==> config.mk <==
export PLATFORM = sky130hd
export DESIGN_NAME = ascending_sorter
export DESIGN_NICKNAME = d
export VERILOG_FILES = /design/src/sv/asort_pkg.sv /design/src/sv/ascending_sorter.sv /design/src/sv/asort_cell.sv
export SDC_FILE = /design/constraint.sdc
export NUM_CORES = 2
export LEC_CHECK = 0
export BUFFER_PORTS_ARGS = -buffer_cell sky130_fd_sc_hd__buf_4
export CAP_MARGIN = 15
export CORE_ASPECT_RATIO = 1.2
export CORE_UTILIZATION = 45
export CTS_BUF_LIST = sky130_fd_sc_hd__clkbuf_16
export DETAILED_ROUTE_END_ITERATION = 7
export GPL_TIMING_DRIVEN = 1
export PLACE_DENSITY = 0.66
export SYNTH_ARGS = -nofsm -noshare
export SYNTH_HDL_FRONTEND = slang
export SYNTH_SLANG_ARGS = --single-unit
==> constraint.sdc <==
create_clock -name i_clk -period 10.1 [get_ports i_clk]
set_input_delay 1.01 -clock i_clk [delete_from_list [all_inputs] [get_ports i_clk]]
set_output_delay 1.01 -clock i_clk [all_outputs]
set_load 0.05 [all_outputs]
==> src/sv/asort_pkg.sv <==
// ----------------------------------------------------------------------------
// Ascending sorter package
// Shared constants and types for the sorting cell chain.
// ----------------------------------------------------------------------------
package asort_pkg;

    // Number of cells in the chain, which is also the largest set held.
    localparam int MAX_ITEMS = 16;
    localparam int DATA_W    = 32;
    localparam int CNT_W     = $clog2(MAX_ITEMS + 1);

    // One slot of the chain: an occupied flag and a signed element.
    typedef struct packed {
        logic                     vld;
        logic signed [DATA_W-1:0] val;
    } t_item;

    // Controller states, one-hot.
    typedef enum logic [2:0] {
        S_COLLECT = 3'b001,
        S_FLUSH   = 3'b010,
        S_EMIT    = 3'b100
    } t_state;

endpackage

==> src/sv/ascending_sorter.sv <==
// ----------------------------------------------------------------------------
// Ascending sorter
// Collects a set of signed 32-bit values and returns them in ascending order.
// ----------------------------------------------------------------------------
// A set is written one value per transaction on the slave side; the
// transaction with tlast high closes it. Values enter a chain of MAX_ITEMS
// compare-exchange cells at one per cycle. After the closing transaction the
// chain settles while the last insertions ripple to their places, and then the
// set is shifted out of the head of the chain at one value per cycle on the
// master side while tready is not held low, smallest first, with tlast on the
// final value. No new set is taken while the chain settles or unloads; the
// output register lets the block take the next set while the final value of
// the previous one still waits. Values beyond MAX_ITEMS in one set are
// discarded and every result of that set carries tuser high. Equal values may
// appear in either order.
// ----------------------------------------------------------------------------
module ascending_sorter
    import asort_pkg::*;
(
    input  logic              i_clk,
    input  logic              i_rst_n,
    // Slave side. tdata: value[31:0].
    input  logic              i_s_tvalid,
    output logic              o_s_tready,
    input  logic [DATA_W-1:0] i_s_tdata,
    input  logic              i_s_tlast,
    // Master side. tdata: sorted_value[31:0]; tuser: dropped[0].
    output logic              o_m_tvalid,
    input  logic              i_m_tready,
    output logic [DATA_W-1:0] o_m_tdata,
    output logic              o_m_tlast,
    output logic              o_m_tuser
);

    t_state r_state, n_state;
    logic [CNT_W-1:0] r_count, n_count;
    logic r_overflow, n_overflow;

    logic              r_m_tvalid, n_m_tvalid;
    logic [DATA_W-1:0] r_m_tdata,  n_m_tdata;
    logic              r_m_tlast,  n_m_tlast;
    logic              r_m_tuser,  n_m_tuser;

    t_item c_cur  [MAX_ITEMS];
    t_item c_pass [MAX_ITEMS];
    logic [MAX_ITEMS-1:0] w_pass_vld;

    logic  w_s_hs;
    logic  w_room;
    logic  w_load;
    t_item w_head_in;

    assign o_s_tready = (r_state == S_COLLECT);
    assign w_s_hs     = i_s_tvalid && o_s_tready;
    assign w_room     = (r_count < CNT_W'(MAX_ITEMS));

    // New values enter the head cell only when there is room in the chain.
    assign w_head_in.vld = w_s_hs && w_room;
    assign w_head_in.val = $signed(i_s_tdata);

    // Unload one value whenever the output register is free or being taken.
    assign w_load = (r_state == S_EMIT) && (!r_m_tvalid || i_m_tready);

    // The cell chain. Each cell hands its spare element to the right while
    // inserting, and takes its right neighbour's element while unloading.
    for (genvar g = 0; g < MAX_ITEMS; g++) begin : g_cell
        t_item w_left;
        t_item w_right;

        if (g == 0) begin : g_head
            assign w_left = w_head_in;
        end else begin : g_body
            assign w_left = c_pass[g-1];
        end

        if (g == MAX_ITEMS - 1) begin : g_tail
            assign w_right.vld = 1'b0;
            assign w_right.val = '0;
        end else begin : g_inner
            assign w_right = c_cur[g+1];
        end

        asort_cell u_cell (
            .i_clk   (i_clk),
            .i_rst_n (i_rst_n),
            .i_shift (w_load),
            .i_left  (w_left),
            .i_right (w_right),
            .o_cur   (c_cur[g]),
            .o_pass  (c_pass[g])
        );

        assign w_pass_vld[g] = c_pass[g].vld;
    end

    always_comb begin
        n_state    = r_state;
        n_count    = r_count;
        n_overflow = r_overflow;
        n_m_tvalid = r_m_tvalid;
        n_m_tdata  = r_m_tdata;
        n_m_tlast  = r_m_tlast;
        n_m_tuser  = r_m_tuser;

        if (r_m_tvalid && i_m_tready) begin
            n_m_tvalid = 1'b0;
        end

        unique case (r_state)
            S_COLLECT: begin
                if (w_s_hs) begin
                    if (w_room) begin
                        n_count = r_count + CNT_W'(1);
                    end else begin
                        n_overflow = 1'b1;
                    end
                    if (i_s_tlast) begin
                        n_state = S_FLUSH;
                    end
                end
            end
            S_FLUSH: begin
                // Wait until no element is still travelling along the chain.
                if (w_pass_vld == '0) begin
                    n_state = S_EMIT;
                end
            end
            S_EMIT: begin
                if (w_load) begin
                    n_m_tvalid = 1'b1;
                    n_m_tdata  = c_cur[0].val;
                    n_m_tlast  = !c_cur[1].vld;
                    n_m_tuser  = r_overflow;
                    if (!c_cur[1].vld) begin
                        n_state    = S_COLLECT;
                        n_count    = '0;
                        n_overflow = 1'b0;
                    end
                end
            end
            default: begin
                n_state = S_COLLECT;
            end
        endcase
    end

    always_ff @(posedge i_clk) begin
        if (!i_rst_n) begin
            r_state    <= S_COLLECT;
            r_count    <= '0;
            r_overflow <= 1'b0;
            r_m_tvalid <= 1'b0;
        end else begin
            r_state    <= n_state;
            r_count    <= n_count;
            r_overflow <= n_overflow;
            r_m_tvalid <= n_m_tvalid;
        end
    end

    always_ff @(posedge i_clk) begin
        r_m_tdata <= n_m_tdata;
        r_m_tlast <= n_m_tlast;
        r_m_tuser <= n_m_tuser;
    end

    assign o_m_tvalid = r_m_tvalid;
    assign o_m_tdata  = r_m_tdata;
    assign o_m_tlast  = r_m_tlast;
    assign o_m_tuser  = r_m_tuser;

endmodule

==> src/sv/asort_cell.sv <==
// ----------------------------------------------------------------------------
// Sorting cell
// Holds one element. While inserting it keeps the smaller of its own element
// and the one arriving from the left, and hands the larger one to the right.
// While unloading it takes the element of its right neighbour.
// ----------------------------------------------------------------------------
module asort_cell
    import asort_pkg::*;
(
    input  logic  i_clk,
    input  logic  i_rst_n,
    input  logic  i_shift,
    input  t_item i_left,
    input  t_item i_right,
    output t_item o_cur,
    output t_item o_pass
);

    t_item r_cur;
    t_item r_pass;
    t_item n_cur;
    t_item n_pass;

    always_comb begin
        n_cur      = r_cur;
        n_pass     = r_pass;
        n_pass.vld = 1'b0;
        if (i_shift) begin
            n_cur = i_right;
        end else if (i_left.vld) begin
            if (!r_cur.vld) begin
                n_cur = i_left;
            end else if (i_left.val < r_cur.val) begin
                n_cur  = i_left;
                n_pass = r_cur;
            end else begin
                n_pass = i_left;
            end
        end
    end

    always_ff @(posedge i_clk) begin
        if (!i_rst_n) begin
            r_cur.vld  <= 1'b0;
            r_pass.vld <= 1'b0;
        end else begin
            r_cur  <= n_cur;
            r_pass <= n_pass;
        end
    end

    assign o_cur  = r_cur;
    assign o_pass = r_pass;

endmodule

Yosys cells after proc, flatten, opt, wreduce, memory -nomap -nowiden --
Index checks and enable logic that the tools add are counted.
Storage, ports and cells: output and inout bits 36, bits in registers 1068, bits of input ports 37, word-level logic and storage cells 322
Cells by class: multiplexer cells 97, reductions and logical operators 77, eq/ne operators 26, bitwise operators 34, order comparisons 17, add/sub/neg operators 1
Operator list (number):
- $mux W33 | 45
- $mux W32 | 33
- $lt A32 B32 Y1 | 16
- $reduce_or A4 Y1 | 16
- $reduce_and A4 Y1 | 15
- $reduce_and A3 Y1 | 16
- $ne A3 B3 Y1 const B | 15
- $not A1 Y1 | 34
- $reduce_bool A2 Y1 | 17
- $mux W5 | 4
- $logic_not A16 Y1 | 1
- $mux W3 | 5
- $reduce_and A5 Y1 | 3
- $pmux W5 S2 | 1
- $pmux W3 S3 | 1
- $ne A2 B1 Y1 const B | 4
- $mux W1 | 7
- $ne A2 B2 Y1 const B | 3
- $add A5 B1 Y5 const B | 1
- $lt A5 B5 Y1 const B | 1
- $logic_and A1 B1 Y1 | 4
- $eq A3 B1 Y1 const B | 1
- $eq A3 B2 Y1 const B | 1
- $eq A3 B3 Y1 const B | 1
- 6 further kinds | 7

Longest topological paths before layout --
depth after elaboration 5, depth in mapped cells 11, gate-level depth less buffers 10

Cells and area by module --
Synthesis repeated with hierarchy kept, for this count alone.
Unflattened totals: cell total of the unflattened synthesis 4162, area total of the unflattened synthesis 58826.4 um^2
By module, submodules not included:
- asort_cell (g_cell[0].u_cell ...) | cells an instance 254, area each 3579.7 um^2, times used 15, sequential area each 1961.9 um^2
- asort_cell (g_cell[9].u_cell) | cells an instance 254, area each 3565.9 um^2, times used 1, sequential area each 1961.9 um^2
- ascending_sorter | cells an instance 98, area each 1565.3 um^2, times used 1, sequential area each 1221.2 um^2

Worst setup path after synthesis --
No wires, ideal clock.
path type input-to-reg, start point input port i_m_tready, end point register g_cell[15].u_cell.r_cur (netlist bit g_cell[15].u_cell.o_cur[0]) (enable), arrival time 3765 ps, path slack 5894 ps, data required time 9659 ps, cell stages on the path 8, setup time 441 ps, cells stage by stage nor2b_1 -> nand2b_1 -> clkbuf_1 -> inv_1 -> clkbuf_1 -> clkbuf_1 -> o21ai_0 -> a31oi_1
Between the ends: word-level cells in the longest chain between the ends 4
Ends and longest elaborated chain:
- start, declared | RTL line ascending_sorter.sv:29 | input logic i_m_tready,
- $logic_or A1 B1 Y1 (*) | RTL line ascending_sorter.sv:62 | assign w_load = (r_state == S_EMIT) && (!r_m_tvalid || i_m_tready);
- $logic_and A1 B1 Y1 (*) | RTL line ascending_sorter.sv:62
- $ne A3 B3 Y1 (no source line) or $reduce_bool A2 Y1 (tied branches)
- $reduce_and A3 Y1 (no source line) (*)
- end signal, assigned | RTL line asort_cell.sv:47 | r_cur <= n_cur;
- end, declared | RTL line asort_cell.sv:19 | t_item r_cur;
Mark *: on every way between the ends. The rest lies on a longest branch, timed or not. A chain may end at the register's enable or synchronous reset.

Worst setup path in the final report --
start point register g_cell[9].u_cell.r_cur (netlist bit g_cell[9].u_cell.o_cur[1]), end point register g_cell[9].u_cell.r_cur (netlist bit g_cell[9].u_cell.o_cur[17]) (enable)
Between the ends: word-level cells in the longest chain between the ends 3
Ends and longest elaborated chain:
- start, declared | RTL line asort_cell.sv:19
- start signal, assigned | RTL line asort_cell.sv:47
- $lt A32 B32 Y1 | RTL line asort_cell.sv:33 | end else if (i_left.val < r_cur.val) begin
- $ne A3 B3 Y1 (no source line)
- $reduce_and A3 Y1 (no source line)
Every way passes these cells.

==> run_results.csv <==
group,metric,value,unit
flow_run,max_cap_viol_count,0,
power_and_ir_drop,ir_worst_vdd,0.1357,mV
timing,post-route-min-period,4.494,ns
die,dieWidth,322.9,µm
global_route,grt_usage,0.2025,
die,die_h,387.1,µm
cells_and_area,n_antenna_cell,0,
logic_synthesis,synth.area.top_cells,"edfxtp_1, ha_1, mux2_2",
timing,tightest_slew,1.234,ns
cells_and_area,nets,5193,
status,status,"complete, no violations",
cells_and_area,fill_cells,10638,
detailed_routing,drt-pass1-iter-count,5,
detailed_routing,via_per_inst,5.461,
die,placement_rows,140,
clocking,cts.htree.levels,3,
logic_synthesis,avgSynthCellArea,12.08,µm²
timing,finalSetupTns,0,ns
clocking,numCtsBuffers,111,
detailed_routing,vias,34865,
logic_synthesis,synthMostInstantiatedCell,"edfxtp_1",
clocking,cts_root_buf,"clkbuf_16",
worst_setup_path,cpPeakStageDelay,0.85,ns
place,place_inst,6176,
place,pre_cts_slack,4.967,ns
worst_setup_path,crit_path_end_kind,"flip-flop",
logic_synthesis,synth_cell_types,60,
logic_synthesis,synthCells,4604,
clocking,path_clk_slew,0.06,ns
cells_and_area,area_growth_syn_to_layout,10.67,%
power_and_ir_drop,p_per_area,145.4,nW/µm²
place,hpwlAfterDp,92230,µm
global_route,grt_pass1_wl,200500,µm
clocking,clockBufferDepth,3,
global_route,grt_max_degree,291,
die,fp.coreArea,121900,µm²
worst_setup_path,worstSetupStartpointType,"flip-flop",
timing,layout_setup_ws,5.606,ns
detailed_routing,drcViolationCount,0,
power_and_ir_drop,p_leak,25.29,nW
cells_and_area,layout.area.seq,31650,µm²
detailed_routing,wirelength,126400,µm
worst_setup_path,crit_type,"flip-flop to flip-flop",
place,gp_congestion,0.8416,
clocking,clock_sinks,1068,
timing,finalSetupViolCount,0,
logic_synthesis,synthFlopType,"edfxtp_1",
logic_synthesis,syn_nets,5138,
logic_synthesis,async_reset_ff_frac,0,
timing,fmax,222.5,MHz
global_route,grt_pass1_vias,35633,
worst_setup_path,cp_cell_sequence,"inv_1 -> ha_1 -> a2111oi_0 -> o41ai_1 -> a221oi_1 -> o21ai_0 -> a31oi_1 -> xnor2_2 -> buf_4 -> o221a_2",
timing,slew_violations,0,
timing,hold_violations,0,
cells_and_area,drive_above_1_share,0.1635,
min_path,hold_path_class,"flip-flop to flip-flop",
timing,rsz0062_at_grt,"false",
global_route,antenna_found_initial,0,
global_route,grt_remaining_overflow,0,
timing,relSlewSlack,0.1777,
logic_synthesis,synthesis.area,55620,µm²
logic_synthesis,synth_edf_count,1026,
die,io_pins,73,
worst_setup_path,crit_arrival,4.82,ns
logic_synthesis,yosys.area.top_type,"edfxtp_1",
logic_synthesis,seq_area_frac_synth,0.5691,
clocking,ctsHoldBuffers,0,
clocking,cts_setup_buffers,0,
place,port_buffers,72,
die,start_util,0.4562,
die,dieArea,125000,µm²
clocking,ctsResizeCount,0,
cells_and_area,fin_util,0.5048,
detailed_routing,wl_per_cell,19.81,µm
cells_and_area,multiInputGateArea,21590,µm²
clocking,cts_tree,"yes",
logic_synthesis,synth_top_area_frac,0.5540,
timing,fin_skew,0.02638,ns
logic_synthesis,yosys_warnings,0,
timing,min_period_over_period,0.4450,
detailed_routing,drtIter0Drc,2464,
logic_synthesis,synth_common_cells,"edfxtp_1, nand2_1, o21ai_0",
cells_and_area,fin_cells,6384,
detailed_routing,antenna_left,0,
clocking,insertion_delay,0.71,ns
worst_setup_path,slowest_stage,"o221a_2",
logic_synthesis,ys_ff_latch,1068,
worst_setup_path,cp_max_fo,32,
power_and_ir_drop,total_power,8.948,mW
worst_setup_path,crit_required,10.43,ns
## cell type report
cell class                      count  share of cell area
Multi-Input combinational cell   2866              0.3507
Inverter                          503             0.03070
Sequential cell                  1068              0.5142
Clock buffer                      112             0.04554
Clock inverter                     93             0.01116
Timing Repair Buffer              109             0.01443
Tap cell                         1633             0.03320
## through the flow
| stage | area (µm²) | hold WS [ns] |
|---|---|---|
| floorplan | 55620 | 0.4091 |
| global placement | 58000 | 0.4684 |
| detailed placement | 58000 | 0.4720 |
| CTS | 61490 | 0.4906 |
| global route | 61550 | 0.5011 |
| finish | 61550 | 0.4761 |
## power by group
group	total, mW	internal [mW]	switching [mW]
clock network	4.01	2.24	1.77
registers	4.82	4.81	0.0120
logic	0.123	0.0570	0.0657
total	8.95	7.10	1.85
## metal layers
metal	global-route usage	routed length (µm)
met1	0.2483	52100
met5	0	0
met2	0.3650	66250
met4	0.06721	3727
met3	0.02431	4362
## path summary, 6_finish.rpt
kind / slack (ns) / to / startpoint / depth (start not counted)
setup / recovery: 5.61 / g_cell[9].u_cell.o_cur[17] / g_cell[9].u_cell.o_cur[1] / 10
hold / removal: 0.48 / o_m_tuser / r_overflow / 0
setup reg to reg: 5.61 / g_cell[9].u_cell.o_cur[17] / g_cell[9].u_cell.o_cur[1] / 10
hold reg to reg: 0.48 / o_m_tuser / r_overflow / 0
## cell usage in the layout, fill, tap and decap left out, types with 7 or more instances in the layout
cell type     n
nand2_1     564
a211oi_1     25
clkbuf_16   112
o21a_1       14
nand2b_1     20
and3_1       28
ha_1        497
a31oi_1      14
and2_1       35
clkinv_2     21
nor3b_1      17
buf_4       103
nand4_1      84
nor3_1       32
nor2b_1      23
o21ai_0     541
edfxtp_1   1026
a21oi_1     141
dfxtp_1      42
a21o_1      117
a31oi_4       7
nand3_1      21
nor2_1       81
inv_1       518
clkinv_1     39
a2111oi_0    13
bufinv_16     9
o221a_2      10
mux2_2      475
and4_1        9
## critical path, delay by kind of cell (launching register included)
kind                     cells  cell delay (ns)
adder cells (fa/ha/maj)      1             0.23
XOR/XNOR                     1             0.16
AO/OA/AOI/OAI                6             2.77
buffers and inverters        2             0.51
flip-flops                   1             0.40
## flip-flops by register name (all words and copies together), names as in the netlist
register / cells
o_m_tuser: 1
g_cell.u_cell.o_pass: 496
o_m_tvalid: 1
g_cell.u_cell.o_cur: 528
r_overflow: 1
r_state: 3
o_m_tdata: 32
r_count: 5
o_m_tlast: 1
## cell families after synthesis
family | count (synthesis) | share of synthesized area
multiplexers | 481 | 0.09726
AND/OR/NAND/NOR | 941 | 0.07654
buffers and inverters | 670 | 0.04569
flip-flops | 1068 | 0.5691
AO/OA/AOI/OAI | 938 | 0.09786
XOR/XNOR | 9 | 0.001755
adder cells (fa/ha/maj) | 497 | 0.1118
Power figures use the tool's default switching activity.
